==> config.mk <==
export PLATFORM = sky130hd
export DESIGN_NAME = desk_motor_ramp_controller_flat
export DESIGN_NICKNAME = d
export VERILOG_FILES = /design/src/sv/dmrc_pkg.sv /design/src/sv/dmrc_if.sv /design/src/sv/desk_motor_ramp_controller.sv /design/src/flat_wrapper.sv
export SDC_FILE = /design/constraint.sdc
export NUM_CORES = 1
export LEC_CHECK = 0
export BUFFER_PORTS_ARGS = -buffer_cell sky130_fd_sc_hd__buf_2
export CORE_ASPECT_RATIO = 0.9
export CORE_MARGIN = 2
export CORE_UTILIZATION = 45
export CTS_BUF_LIST = sky130_fd_sc_hd__clkbuf_4 sky130_fd_sc_hd__clkbuf_8
export CTS_CLUSTER_DIAMETER = 200
export DETAILED_ROUTE_END_ITERATION = 10
export GPL_ROUTABILITY_DRIVEN = 0
export RECOVER_POWER = 25
export SETUP_SLACK_MARGIN = 0.05
export SYNTH_ARGS = -nofsm -noshare
export SYNTH_HDL_FRONTEND = slang
export SYNTH_SLANG_ARGS = --single-unit
==> constraint.sdc <==
create_clock -name clk -period 26.1 [get_ports clk]
set_input_delay 1.305 -clock clk [delete_from_list [all_inputs] [get_ports clk]]
set_output_delay 1.305 -clock clk [all_outputs]
set_load 0.02 [all_outputs]
==> src/sv/dmrc_pkg.sv <==
`timescale 1ns / 1ps
// Shared types, constants and the control store of the desk motor ramp controller.
// No dependencies; the interfaces and the top level use it by scoped names.
package dmrc_pkg;

    // Configuration register indexes and reset values
    localparam int CFG_IDX_W  = 3;
    localparam int CFG_DATA_W = 16;

    typedef enum logic [CFG_IDX_W-1:0] {
        CFG_HALL_ENABLE   = 3'd0,
        CFG_MOTOR_DISABLE = 3'd1,
        CFG_FULL_SPEED    = 3'd2,
        CFG_STALL_TIMEOUT = 3'd3,
        CFG_CHECK_INTERVAL = 3'd4
    } cfg_idx_t;

    localparam logic [7:0]  FULL_SPEED_RST     = 8'd175;
    localparam logic [15:0] STALL_TIMEOUT_RST  = 16'd250;
    localparam logic [15:0] CHECK_INTERVAL_RST = 16'd100;

    // Ramp lengths in ms
    localparam logic [31:0] MOVE_RAMP_MS   = 32'd1000;
    localparam logic [31:0] SETTLE_RAMP_MS = 32'd500;
    localparam logic [8:0]  SETTLE_SPAN    = 9'd500;

    // ceil(2^28/1000) == ceil(2^27/500): floor(p/1000) = (p*K)>>28, floor(p/500) = (p*K)>>27
    localparam logic [18:0] RECIP_K = 19'd268436;

    // Micro-operations driving the datapath
    typedef enum logic [4:0] {
        OP_NOP,
        OP_ACCEPT,
        OP_CHECK,
        OP_SET_START,
        OP_SETTLE_ES,
        OP_ELAPSED,
        OP_MUL_FE,
        OP_MUL_K,
        OP_RAMP,
        OP_MUL_RS,
        OP_SETTLE_OUT,
        OP_DRV_SETUP,
        OP_DRV_OUT,
        OP_STOP_ZERO,
        OP_LOCK_STOP,
        OP_STOP,
        OP_POST,
        OP_LIMIT,
        OP_HALL_STEP,
        OP_STALL,
        OP_EMIT
    } op_t;

    // Jump conditions
    typedef enum logic [3:0] {
        C_NEVER,
        C_ALWAYS,
        C_NO_ITEM,
        C_NOT_DUE,
        C_BOTH,
        C_RETZERO,
        C_DRIVE_REQ,
        C_NO_SETTLE,
        C_DISABLED,
        C_ES_SAT,
        C_NO_HALL,
        C_OUT_BUSY
    } cond_t;

    typedef logic [4:0] step_t;

    typedef struct packed {
        op_t   op;
        cond_t cond;
        step_t target;
    } ucode_t;

    // Entry points of the program
    localparam step_t STEP_IDLE       = 5'd0;
    localparam step_t STEP_SETTLE_OUT = 5'd14;
    localparam step_t STEP_SETTLE     = 5'd5;
    localparam step_t STEP_DRIVE      = 5'd15;
    localparam step_t STEP_BOTH       = 5'd22;
    localparam step_t STEP_RETZERO    = 5'd23;
    localparam step_t STEP_STOP       = 5'd24;
    localparam step_t STEP_POST       = 5'd25;
    localparam step_t STEP_LIMIT      = 5'd26;
    localparam step_t STEP_EMIT       = 5'd29;
    localparam step_t PROG_LEN        = 5'd31;

    // Control store: one word per step
    function automatic ucode_t ucode_rom(input step_t step);
        ucode_t w;
        case (step)
            5'd0:  w = '{op: OP_ACCEPT,     cond: C_NO_ITEM,   target: STEP_IDLE};
            5'd1:  w = '{op: OP_CHECK,      cond: C_NOT_DUE,   target: STEP_LIMIT};
            5'd2:  w = '{op: OP_NOP,        cond: C_BOTH,      target: STEP_BOTH};
            5'd3:  w = '{op: OP_NOP,        cond: C_RETZERO,   target: STEP_RETZERO};
            5'd4:  w = '{op: OP_NOP,        cond: C_DRIVE_REQ, target: STEP_DRIVE};
            5'd5:  w = '{op: OP_NOP,        cond: C_NO_SETTLE, target: STEP_STOP};
            5'd6:  w = '{op: OP_SET_START,  cond: C_NEVER,     target: STEP_IDLE};
            5'd7:  w = '{op: OP_SETTLE_ES,  cond: C_NEVER,     target: STEP_IDLE};
            5'd8:  w = '{op: OP_ELAPSED,    cond: C_ES_SAT,    target: STEP_SETTLE_OUT};
            5'd9:  w = '{op: OP_MUL_FE,     cond: C_NEVER,     target: STEP_IDLE};
            5'd10: w = '{op: OP_MUL_K,      cond: C_NEVER,     target: STEP_IDLE};
            5'd11: w = '{op: OP_RAMP,       cond: C_NEVER,     target: STEP_IDLE};
            5'd12: w = '{op: OP_MUL_RS,     cond: C_NEVER,     target: STEP_IDLE};
            5'd13: w = '{op: OP_MUL_K,      cond: C_NEVER,     target: STEP_IDLE};
            5'd14: w = '{op: OP_SETTLE_OUT, cond: C_ALWAYS,    target: STEP_POST};
            5'd15: w = '{op: OP_NOP,        cond: C_DISABLED,  target: STEP_POST};
            5'd16: w = '{op: OP_DRV_SETUP,  cond: C_NEVER,     target: STEP_IDLE};
            5'd17: w = '{op: OP_ELAPSED,    cond: C_NEVER,     target: STEP_IDLE};
            5'd18: w = '{op: OP_MUL_FE,     cond: C_NEVER,     target: STEP_IDLE};
            5'd19: w = '{op: OP_MUL_K,      cond: C_NEVER,     target: STEP_IDLE};
            5'd20: w = '{op: OP_RAMP,       cond: C_NEVER,     target: STEP_IDLE};
            5'd21: w = '{op: OP_DRV_OUT,    cond: C_ALWAYS,    target: STEP_POST};
            5'd22: w = '{op: OP_STOP_ZERO,  cond: C_ALWAYS,    target: STEP_POST};
            5'd23: w = '{op: OP_LOCK_STOP,  cond: C_ALWAYS,    target: STEP_POST};
            5'd24: w = '{op: OP_STOP,       cond: C_NEVER,     target: STEP_IDLE};
            5'd25: w = '{op: OP_POST,       cond: C_NEVER,     target: STEP_IDLE};
            5'd26: w = '{op: OP_LIMIT,      cond: C_NO_HALL,   target: STEP_EMIT};
            5'd27: w = '{op: OP_HALL_STEP,  cond: C_NEVER,     target: STEP_IDLE};
            5'd28: w = '{op: OP_STALL,      cond: C_NEVER,     target: STEP_IDLE};
            5'd29: w = '{op: OP_EMIT,       cond: C_OUT_BUSY,  target: STEP_EMIT};
            5'd30: w = '{op: OP_NOP,        cond: C_ALWAYS,    target: STEP_IDLE};
            default: w = '{op: OP_NOP,      cond: C_ALWAYS,    target: STEP_IDLE};
        endcase
        return w;
    endfunction

endpackage

==> src/sv/dmrc_if.sv <==
`timescale 1ns / 1ps
// Valid/ready channels of the desk motor ramp controller: tick input, status output
// and configuration writes. Depends on dmrc_pkg for the configuration widths.

interface dmrc_tick_if;
    logic valid;
    logic ready;
    logic up_button_low;
    logic down_button_low;
    logic limit_level;
    logic hall_level;

    modport source (output valid, output up_button_low, output down_button_low,
                    output limit_level, output hall_level, input ready);
    modport sink   (input valid, input up_button_low, input down_button_low,
                    input limit_level, input hall_level, output ready);
endinterface

interface dmrc_status_if;
    logic              valid;
    logic              ready;
    logic signed [8:0] motor_speed;
    logic              motor_enable;
    logic [7:0]        desk_position;
    logic              is_moving;
    logic              going_up;
    logic              down_locked;
    logic              store_request;

    modport source (output valid, output motor_speed, output motor_enable,
                    output desk_position, output is_moving, output going_up,
                    output down_locked, output store_request, input ready);
    modport sink   (input valid, input motor_speed, input motor_enable,
                    input desk_position, input is_moving, input going_up,
                    input down_locked, input store_request, output ready);
endinterface

interface dmrc_cfg_if;
    logic                            valid;
    logic                            ready;
    logic [dmrc_pkg::CFG_IDX_W-1:0]  index;
    logic [dmrc_pkg::CFG_DATA_W-1:0] data;

    modport source (output valid, output index, output data, input ready);
    modport sink   (input valid, input index, input data, output ready);
endinterface

==> src/sv/desk_motor_ramp_controller.sv <==
`timescale 1ns / 1ps
// Desk motor ramp controller: microcoded sequencer over a small datapath with one
// shared multiplier. Depends on dmrc_pkg and the channel interfaces in dmrc_if.sv.
//
//  channel  | role | word carried                                      | accepted when
//  ---------+------+---------------------------------------------------+---------------
//  tick     | sink | button levels, limit level, hall level (1 ms)     | valid & ready
//  status   | src  | speed, enable, position, moving, dir, lock, store | valid & ready
//  cfg      | sink | register index, write data                        | valid & ready
//
// The program path taken for a tick sets how long it holds the sequencer until the next
// acceptance and when its status word goes valid, the longest being a settle step with
// four passes through the shared multiplier (two for the ramp, two for the settle scale).
// tick.ready is high only while the sequencer sits at its idle step; the status
// word waits in its own register, so the next tick is taken while it is pending.
// A stalled status channel holds the sequencer at its emit step. cfg is always ready.
// rst_n clears the control state asynchronously, but not the tick latch, the arithmetic
// scratch or the status data registers; no clearing pass is needed.

module desk_motor_ramp_controller (
    input  logic           clk,
    input  logic           rst_n,
    dmrc_tick_if.sink      tick,
    dmrc_status_if.source  status,
    dmrc_cfg_if.sink       cfg
);

    // Configuration registers
    logic        hall_enable_reg;
    logic        motor_disable_reg;
    logic [7:0]  full_speed_reg;
    logic [15:0] stall_timeout_reg;
    logic [15:0] check_interval_reg;

    // Controller state
    logic [31:0]       now_reg;
    logic [31:0]       last_check_reg;
    logic [31:0]       move_start_reg;
    logic [31:0]       settle_start_reg;
    logic [31:0]       stall_deadline_reg;
    logic              moving_reg;
    logic              direction_up_reg;
    logic [7:0]        position_reg;
    logic [7:0]        prev_position_reg;
    logic              lockout_reg;
    logic              prev_hall_reg;
    logic signed [8:0] held_speed_reg;
    logic              held_enable_reg;
    logic              store_reg;
    logic              was_moving_reg;

    // Latched tick word
    logic up_low_reg;
    logic down_low_reg;
    logic limit_reg;
    logic hall_reg;

    // Arithmetic scratch
    logic [9:0]  e_lo_reg;
    logic        e_sat_reg;
    logic [8:0]  es_lo_reg;
    logic        es_sat_reg;
    logic [7:0]  ramp_reg;
    logic [36:0] prod_reg;

    // Sequencer
    dmrc_pkg::step_t  step_reg;
    dmrc_pkg::step_t  step_next;
    dmrc_pkg::ucode_t uc;

    // Status output register
    logic              out_valid_reg;
    logic signed [8:0] out_speed_reg;
    logic              out_enable_reg;
    logic [7:0]        out_position_reg;
    logic              out_moving_reg;
    logic              out_up_reg;
    logic              out_locked_reg;
    logic              out_store_reg;

    // Combinational helpers
    logic        up_pressed;
    logic        down_pressed;
    logic [31:0] check_diff;
    logic        due;
    logic [31:0] e_diff;
    logic [31:0] es_diff;
    logic [17:0] mul_a;
    logic [18:0] mul_b;
    logic [36:0] mul_p;
    logic [7:0]  settle_s;
    logic        out_busy;
    logic        cond_true;

    assign up_pressed   = !up_low_reg;
    assign down_pressed = !down_low_reg;
    assign check_diff   = now_reg - last_check_reg;
    assign due          = check_diff > {16'd0, check_interval_reg};
    assign e_diff       = now_reg - move_start_reg;
    assign es_diff      = now_reg - settle_start_reg;
    assign settle_s     = prod_reg[34:27];
    assign out_busy     = out_valid_reg && !status.ready;

    // Fetch the control word
    assign uc = dmrc_pkg::ucode_rom(step_reg);

    assign tick.ready = (uc.op == dmrc_pkg::OP_ACCEPT);
    assign cfg.ready  = 1'b1;

    // Evaluate the jump condition
    always_comb
    begin
        case (uc.cond)
            dmrc_pkg::C_NEVER:     cond_true = 1'b0;
            dmrc_pkg::C_ALWAYS:    cond_true = 1'b1;
            dmrc_pkg::C_NO_ITEM:   cond_true = !tick.valid;
            dmrc_pkg::C_NOT_DUE:   cond_true = !due;
            dmrc_pkg::C_BOTH:      cond_true = up_pressed && down_pressed;
            dmrc_pkg::C_RETZERO:   cond_true = (prev_position_reg != position_reg)
                                               && (position_reg == 8'd0);
            dmrc_pkg::C_DRIVE_REQ: cond_true = up_pressed || (down_pressed && !lockout_reg);
            dmrc_pkg::C_NO_SETTLE: cond_true = motor_disable_reg || !moving_reg;
            dmrc_pkg::C_DISABLED:  cond_true = motor_disable_reg;
            dmrc_pkg::C_ES_SAT:    cond_true = es_sat_reg;
            dmrc_pkg::C_NO_HALL:   cond_true = !hall_enable_reg;
            dmrc_pkg::C_OUT_BUSY:  cond_true = out_busy;
            default:               cond_true = 1'b0;
        endcase
        step_next = cond_true ? uc.target : step_reg + 5'd1;
    end

    // Route operands to the shared multiplier
    always_comb
    begin
        case (uc.op)
            dmrc_pkg::OP_MUL_FE:
            begin
                mul_a = {10'd0, full_speed_reg};
                mul_b = {9'd0, e_lo_reg};
            end
            dmrc_pkg::OP_MUL_RS:
            begin
                mul_a = {10'd0, ramp_reg};
                mul_b = {10'd0, dmrc_pkg::SETTLE_SPAN - es_lo_reg};
            end
            default:
            begin
                mul_a = prod_reg[17:0];
                mul_b = dmrc_pkg::RECIP_K;
            end
        endcase
        mul_p = 37'(mul_a) * 37'(mul_b);
    end

    // Sequencer, datapath and status register
    always_ff @(posedge clk or negedge rst_n)
    begin
        if (!rst_n)
        begin
            step_reg           <= dmrc_pkg::STEP_IDLE;
            hall_enable_reg    <= 1'b0;
            motor_disable_reg  <= 1'b0;
            full_speed_reg     <= dmrc_pkg::FULL_SPEED_RST;
            stall_timeout_reg  <= dmrc_pkg::STALL_TIMEOUT_RST;
            check_interval_reg <= dmrc_pkg::CHECK_INTERVAL_RST;
            now_reg            <= '0;
            last_check_reg     <= '0;
            move_start_reg     <= '0;
            settle_start_reg   <= '0;
            stall_deadline_reg <= '0;
            moving_reg         <= 1'b0;
            direction_up_reg   <= 1'b1;
            position_reg       <= '0;
            prev_position_reg  <= '0;
            lockout_reg        <= 1'b0;
            prev_hall_reg      <= 1'b1;
            held_speed_reg     <= '0;
            held_enable_reg    <= 1'b0;
            store_reg          <= 1'b0;
            was_moving_reg     <= 1'b0;
            out_valid_reg      <= 1'b0;
        end
        else
        begin
            step_reg <= step_next;

            // Take configuration writes
            if (cfg.valid)
            begin
                case (cfg.index)
                    dmrc_pkg::CFG_HALL_ENABLE:    hall_enable_reg    <= cfg.data[0];
                    dmrc_pkg::CFG_MOTOR_DISABLE:  motor_disable_reg  <= cfg.data[0];
                    dmrc_pkg::CFG_FULL_SPEED:     full_speed_reg     <= cfg.data[7:0];
                    dmrc_pkg::CFG_STALL_TIMEOUT:  stall_timeout_reg  <= cfg.data;
                    dmrc_pkg::CFG_CHECK_INTERVAL: check_interval_reg <= cfg.data;
                    default: ;
                endcase
            end

            // Drop the status word once taken, unless the emit step refills it
            if (out_valid_reg && status.ready && (uc.op != dmrc_pkg::OP_EMIT))
                out_valid_reg <= 1'b0;

            // Execute the micro-operation
            case (uc.op)
                dmrc_pkg::OP_ACCEPT:
                begin
                    if (tick.valid)
                    begin
                        up_low_reg   <= tick.up_button_low;
                        down_low_reg <= tick.down_button_low;
                        limit_reg    <= tick.limit_level;
                        hall_reg     <= tick.hall_level;
                        now_reg      <= now_reg + 32'd1;
                        store_reg    <= 1'b0;
                    end
                end
                dmrc_pkg::OP_CHECK:
                begin
                    if (due)
                    begin
                        last_check_reg <= now_reg;
                        was_moving_reg <= moving_reg;
                    end
                end
                dmrc_pkg::OP_SET_START:
                begin
                    if (settle_start_reg == 32'd0)
                        settle_start_reg <= now_reg;
                end
                dmrc_pkg::OP_SETTLE_ES:
                begin
                    es_lo_reg  <= es_diff[8:0];
                    es_sat_reg <= es_diff >= dmrc_pkg::SETTLE_RAMP_MS;
                end
                dmrc_pkg::OP_ELAPSED:
                begin
                    e_lo_reg  <= e_diff[9:0];
                    e_sat_reg <= e_diff >= dmrc_pkg::MOVE_RAMP_MS;
                end
                dmrc_pkg::OP_MUL_FE, dmrc_pkg::OP_MUL_K, dmrc_pkg::OP_MUL_RS:
                begin
                    prod_reg <= mul_p;
                end
                dmrc_pkg::OP_RAMP:
                begin
                    ramp_reg <= e_sat_reg ? full_speed_reg : prod_reg[35:28];
                end
                dmrc_pkg::OP_SETTLE_OUT:
                begin
                    if (es_sat_reg || settle_s == 8'd0)
                    begin
                        settle_start_reg <= '0;
                        move_start_reg   <= '0;
                        moving_reg       <= 1'b0;
                        held_speed_reg   <= '0;
                        held_enable_reg  <= 1'b0;
                    end
                    else
                    begin
                        held_enable_reg <= 1'b1;
                        held_speed_reg  <= direction_up_reg ? $signed({1'b0, settle_s})
                                                            : -$signed({1'b0, settle_s});
                    end
                end
                dmrc_pkg::OP_DRV_SETUP:
                begin
                    if (!moving_reg)
                        stall_deadline_reg <= now_reg + {16'd0, stall_timeout_reg};
                    if (move_start_reg == 32'd0)
                        move_start_reg <= now_reg;
                end
                dmrc_pkg::OP_DRV_OUT:
                begin
                    held_enable_reg  <= 1'b1;
                    held_speed_reg   <= up_pressed ? $signed({1'b0, ramp_reg})
                                                   : -$signed({1'b0, ramp_reg});
                    moving_reg       <= 1'b1;
                    direction_up_reg <= up_pressed;
                end
                dmrc_pkg::OP_STOP_ZERO:
                begin
                    move_start_reg  <= '0;
                    moving_reg      <= 1'b0;
                    held_speed_reg  <= '0;
                    held_enable_reg <= 1'b0;
                    position_reg    <= '0;
                    if (hall_enable_reg)
                        store_reg <= 1'b1;
                end
                dmrc_pkg::OP_LOCK_STOP:
                begin
                    lockout_reg     <= 1'b1;
                    move_start_reg  <= '0;
                    moving_reg      <= 1'b0;
                    held_speed_reg  <= '0;
                    held_enable_reg <= 1'b0;
                end
                dmrc_pkg::OP_STOP:
                begin
                    move_start_reg  <= '0;
                    moving_reg      <= 1'b0;
                    held_speed_reg  <= '0;
                    held_enable_reg <= 1'b0;
                end
                dmrc_pkg::OP_POST:
                begin
                    if (was_moving_reg && !moving_reg && hall_enable_reg)
                        store_reg <= 1'b1;
                end
                dmrc_pkg::OP_LIMIT:
                begin
                    if (!limit_reg && !direction_up_reg && moving_reg)
                    begin
                        position_reg    <= '0;
                        if (hall_enable_reg)
                            store_reg <= 1'b1;
                        move_start_reg  <= '0;
                        moving_reg      <= 1'b0;
                        held_speed_reg  <= '0;
                        held_enable_reg <= 1'b0;
                        lockout_reg     <= 1'b1;
                    end
                    else
                        lockout_reg <= 1'b0;
                end
                dmrc_pkg::OP_HALL_STEP:
                begin
                    prev_position_reg <= position_reg;
                    if (prev_hall_reg && !hall_reg)
                        position_reg <= direction_up_reg ? position_reg + 8'd1
                                                         : position_reg - 8'd1;
                    if (prev_hall_reg != hall_reg)
                    begin
                        prev_hall_reg      <= hall_reg;
                        stall_deadline_reg <= now_reg + {16'd0, stall_timeout_reg};
                    end
                end
                dmrc_pkg::OP_STALL:
                begin
                    if (moving_reg && now_reg > stall_deadline_reg)
                    begin
                        position_reg    <= '0;
                        store_reg       <= 1'b1;
                        move_start_reg  <= '0;
                        moving_reg      <= 1'b0;
                        held_speed_reg  <= '0;
                        held_enable_reg <= 1'b0;
                        lockout_reg     <= 1'b1;
                    end
                end
                dmrc_pkg::OP_EMIT:
                begin
                    if (!out_busy)
                    begin
                        out_valid_reg    <= 1'b1;
                        out_speed_reg    <= held_speed_reg;
                        out_enable_reg   <= held_enable_reg;
                        out_position_reg <= position_reg;
                        out_moving_reg   <= moving_reg;
                        out_up_reg       <= direction_up_reg;
                        out_locked_reg   <= lockout_reg;
                        out_store_reg    <= store_reg;
                    end
                end
                default: ;
            endcase
        end
    end

    assign status.valid         = out_valid_reg;
    assign status.motor_speed   = out_speed_reg;
    assign status.motor_enable  = out_enable_reg;
    assign status.desk_position = out_position_reg;
    assign status.is_moving     = out_moving_reg;
    assign status.going_up      = out_up_reg;
    assign status.down_locked   = out_locked_reg;
    assign status.store_request = out_store_reg;

    // The driver is enabled exactly while the motor counts as moving
    a_enable_tracks_moving: assert property (@(posedge clk) disable iff (!rst_n)
        held_enable_reg == moving_reg)
        else $error("held enable differs from moving flag");

    // A disabled driver holds zero speed
    a_stopped_zero_speed: assert property (@(posedge clk) disable iff (!rst_n)
        !held_enable_reg |-> held_speed_reg == 9'sd0)
        else $error("nonzero speed with driver disabled");

    // The step counter never leaves the program
    a_step_in_program: assert property (@(posedge clk) disable iff (!rst_n)
        step_reg < dmrc_pkg::PROG_LEN)
        else $error("step counter outside program");

    // A new status word only comes from the emit step
    a_emit_origin: assert property (@(posedge clk) disable iff (!rst_n)
        $rose(out_valid_reg) |-> $past(step_reg) == dmrc_pkg::STEP_EMIT)
        else $error("status word raised outside emit step");

endmodule

==> src/flat_wrapper.sv <==
// flat-port wrapper written by rule: the top's interface ports become plain ports
module desk_motor_ramp_controller_flat 
  (clk, rst_n, tick_valid, tick_up_button_low, tick_down_button_low, tick_limit_level, tick_hall_level, tick_ready, status_valid, status_motor_speed, status_motor_enable, status_desk_position, status_is_moving, status_going_up, status_down_locked, status_store_request, status_ready, cfg_valid, cfg_index, cfg_data, cfg_ready);
  dmrc_tick_if tick_i ();
  dmrc_status_if status_i ();
  dmrc_cfg_if cfg_i ();
  input  logic clk;
  input  logic rst_n;
  input wire logic [$bits(tick_i.valid)-1:0] tick_valid;
  input wire logic [$bits(tick_i.up_button_low)-1:0] tick_up_button_low;
  input wire logic [$bits(tick_i.down_button_low)-1:0] tick_down_button_low;
  input wire logic [$bits(tick_i.limit_level)-1:0] tick_limit_level;
  input wire logic [$bits(tick_i.hall_level)-1:0] tick_hall_level;
  output wire logic [$bits(tick_i.ready)-1:0] tick_ready;
  output wire logic [$bits(status_i.valid)-1:0] status_valid;
  output wire logic [$bits(status_i.motor_speed)-1:0] status_motor_speed;
  output wire logic [$bits(status_i.motor_enable)-1:0] status_motor_enable;
  output wire logic [$bits(status_i.desk_position)-1:0] status_desk_position;
  output wire logic [$bits(status_i.is_moving)-1:0] status_is_moving;
  output wire logic [$bits(status_i.going_up)-1:0] status_going_up;
  output wire logic [$bits(status_i.down_locked)-1:0] status_down_locked;
  output wire logic [$bits(status_i.store_request)-1:0] status_store_request;
  input wire logic [$bits(status_i.ready)-1:0] status_ready;
  input wire logic [$bits(cfg_i.valid)-1:0] cfg_valid;
  input wire logic [$bits(cfg_i.index)-1:0] cfg_index;
  input wire logic [$bits(cfg_i.data)-1:0] cfg_data;
  output wire logic [$bits(cfg_i.ready)-1:0] cfg_ready;
  assign tick_i.valid = tick_valid;
  assign tick_i.up_button_low = tick_up_button_low;
  assign tick_i.down_button_low = tick_down_button_low;
  assign tick_i.limit_level = tick_limit_level;
  assign tick_i.hall_level = tick_hall_level;
  assign tick_ready = tick_i.ready;
  assign status_valid = status_i.valid;
  assign status_motor_speed = status_i.motor_speed;
  assign status_motor_enable = status_i.motor_enable;
  assign status_desk_position = status_i.desk_position;
  assign status_is_moving = status_i.is_moving;
  assign status_going_up = status_i.going_up;
  assign status_down_locked = status_i.down_locked;
  assign status_store_request = status_i.store_request;
  assign status_i.ready = status_ready;
  assign cfg_i.valid = cfg_valid;
  assign cfg_i.index = cfg_index;
  assign cfg_i.data = cfg_data;
  assign cfg_ready = cfg_i.ready;
  desk_motor_ramp_controller u_core (.clk(clk), .rst_n(rst_n), .tick(tick_i), .status(status_i), .cfg(cfg_i));
endmodule
==> out/qor.yml <==
status:
  status: "complete, but fails checks"
  violations: "capacitance limit, slew limit"
die:
  io_pins: 53
  start_util: 0.454
  design.core.area_mm2: 0.0639
  std_cell_rows: 88
  dieArea_mm2: 0.0664
  die_y_um: 245
  dieWidth_um: 271
setup_path:
  cp_slowest_cell: "o31ai_1"
  crit_path_max_fanout: 22
  startpoint_type: "register"
  reg2reg_depth: 34
  timing.rr.end: "u_core.prod_reg[33]"
  crit_type: "register to register"
  arrival_ns: 10.51
  crit_path_end_kind: "register"
  rrSetupSlack_ns: 16.00
  slowest_delay_ns: 0.74
  required_ns: 26.51
  r2r-start: "u_core.step_reg[0]"
synth:
  yosysTopAreaCell: "dfrtp_1"
  synth_edf_count: 82
  netlist_top_cells_area: "dfrtp_1 (19%), ha_1 (14%), fa_1 (12%)"
  yosysWarnings: 0
  synth_area_mm2: 0.0290
  ys_types: 95
  seq_area_frac_synth: 0.293
  async_reset_ff_frac: 0.745
  avgSynthCellArea_um2: 9.23
  synth_ff_type: "dfrtp_1"
  synth_top_area_share: 0.193
  synthCells: 3141
  synth_seq_cells: 322
finish:
  layout.nets: 3783
  multi_input_area_mm2: 0.0187
  drive_gt1_frac: 0.0968
  final_cell_mix: "inv_1 (467), ha_1 (314), nand2_1 (253), dfrtp_1 (223), nor2_1 (200)"
  syn_to_final_growth_pct: 9.96
  seqCellArea_mm2: 0.00849
  fill_cells: 5979
  layout_commonest_cell: "inv_1"
  postLayoutCoreUtil: 0.499
detailed_routing:
  wirelength_um: 78100
  vias: 23288
  drc: 0
  avgViaCountPerCell: 5.58
  first_pass_iters: 5
  wl_per_cell_um: 18.7
  detail-route-antenna-nets: 0
  drtIter0Drc: 1667
cts:
  cts-root-buf: "clkbuf_8"
  clkLatencyLatePin_ns: 0.67
  clk_path_buf_depth: 3
  cts_tree: "yes"
  clock_sinks: 322
  cts_buffers: 58
  cts_resized: 0
  postCtsHoldBufs: 0
  cts_setup_buffers: 0
  clk_pin_slew_worst_paths_ns: 0.06
  cts_htree_levels: 2
hold_path:
  hold_path_depth: 0
  hold_class: "register to register"
  hold_path_startpoint: "u_core.held_enable_reg"
  hold_path_end: "u_core.status.motor_enable"
sta:
  rsz0062_at_grt: "false"
  max_freq_mhz: 99.0
  drv_slew: 166
  tightest_slew_ns: 5.71
  fin_skew_ns: 0.0497
  hold_violations: 0
  tns_ns: 0
  holdWs_ns: 0.453
  final.period_utilization: 0.387
  relSlewSlack: -2.80
  setup_viol: 0
  finalCriticalPeriod_ns: 10.10
global_routing:
  grt_use_total: 0.238
  first_global_vias: 23244
  grt_max_degree: 103
  grt_pass1_wl_um: 127000
  grt_overflow: 0
  grt_antenna_before_repair: 5
placed_design:
  port_buffers: 51
  post-dp-hpwl_um: 61300
run:
  cap_violations: 2
cell usage after synthesis (all sizes together) (25+ instances only):
master	number
a21o	53
a21oi	158
a31oi	32
clkbuf	81
dfrtp	223
edfxtp	82
fa	174
ha	314
inv	467
mux2	80
nand2	255
nand2b	34
nand3	98
nand4	43
nor2	205
nor2b	25
nor3	38
nor4	33
o21a	50
o21ai	183
xnor2	92
xor2	64
cells by family (layout without fill, tap and decap cells):
logic type	count (synthesis)	count (layout)	share of synthesized area
simple gates	839	839	0.140
compound gates	672	672	0.149
buf+inv	559	665	0.0741
fa+ha+maj	488	488	0.256
flops	322	322	0.293
xor+xnor	156	156	0.0472
mux	103	103	0.0403
other cells	2	72	0.000259
layer usage:
layer / track usage / vias up / routed length, µm
met1: 0.330 / 11472 / 35800
met3: 0.0331 / 127 / 4270
li1: - / 11001 / -
met5: 0 / - / 28
met4: 0.0648 / 6 / 2030
met2: 0.390 / 682 / 35900
worst max-delay path, delay by kind of cell (launching register included):
kind                     cells  cell delay, ns
AND/OR/NAND/NOR              8            1.05
adder cells (fa/ha/maj)      8            3.75
multiplexers                 1            0.65
XOR/XNOR                     1            0.12
AO/OA/AOI/OAI                8            2.61
flip-flops                   1            0.57
buffers and inverters        8            1.06
worst max path at each step:
stage	slack (ns)	from	end	cells past startpoint
floorplan	17.75	u_core.step_reg[0]	u_core.prod_reg[33]	33
global placement	16.30	u_core.step_reg[0]	u_core.prod_reg[33]	34
detailed placement	16.08	u_core.step_reg[0]	u_core.prod_reg[33]	34
CTS	16.08	u_core.step_reg[0]	u_core.prod_reg[33]	34
global route	15.32	u_core.step_reg[2]	u_core.prod_reg[33]	33
finish	16.00	u_core.step_reg[0]	u_core.prod_reg[33]	34
cell type report:
| type | count | area share |
|---|---|---|
| Multi-Input combinational cell | 2329 | 0.586 |
| Sequential cell | 322 | 0.266 |
| Inverter | 468 | 0.0551 |
| Clock buffer | 87 | 0.0344 |
| Tap cell | 855 | 0.0336 |
| Timing Repair Buffer | 88 | 0.0164 |
| Clock inverter | 22 | 0.00813 |
| Antenna cell | 1 | 0.0000785 |
per-stage QoR:
| step | area [µm²] | setup slack (ns) | std cells |
|---|---|---|---|
| floorplan | 29200 | 17.75 | 3210 |
| global placement | 30500 | 16.30 | 4062 |
| detailed placement | 30500 | 16.08 | 4062 |
| CTS | 31900 | 16.08 | 4171 |
| global route | 31900 | 15.32 | 4171 |
| finish | 31900 | 16.00 | 4172 |
Power is left out: the tool's default activity adds up to more than one toggle a clock period on the data nets, which glitch-free logic cannot reach.
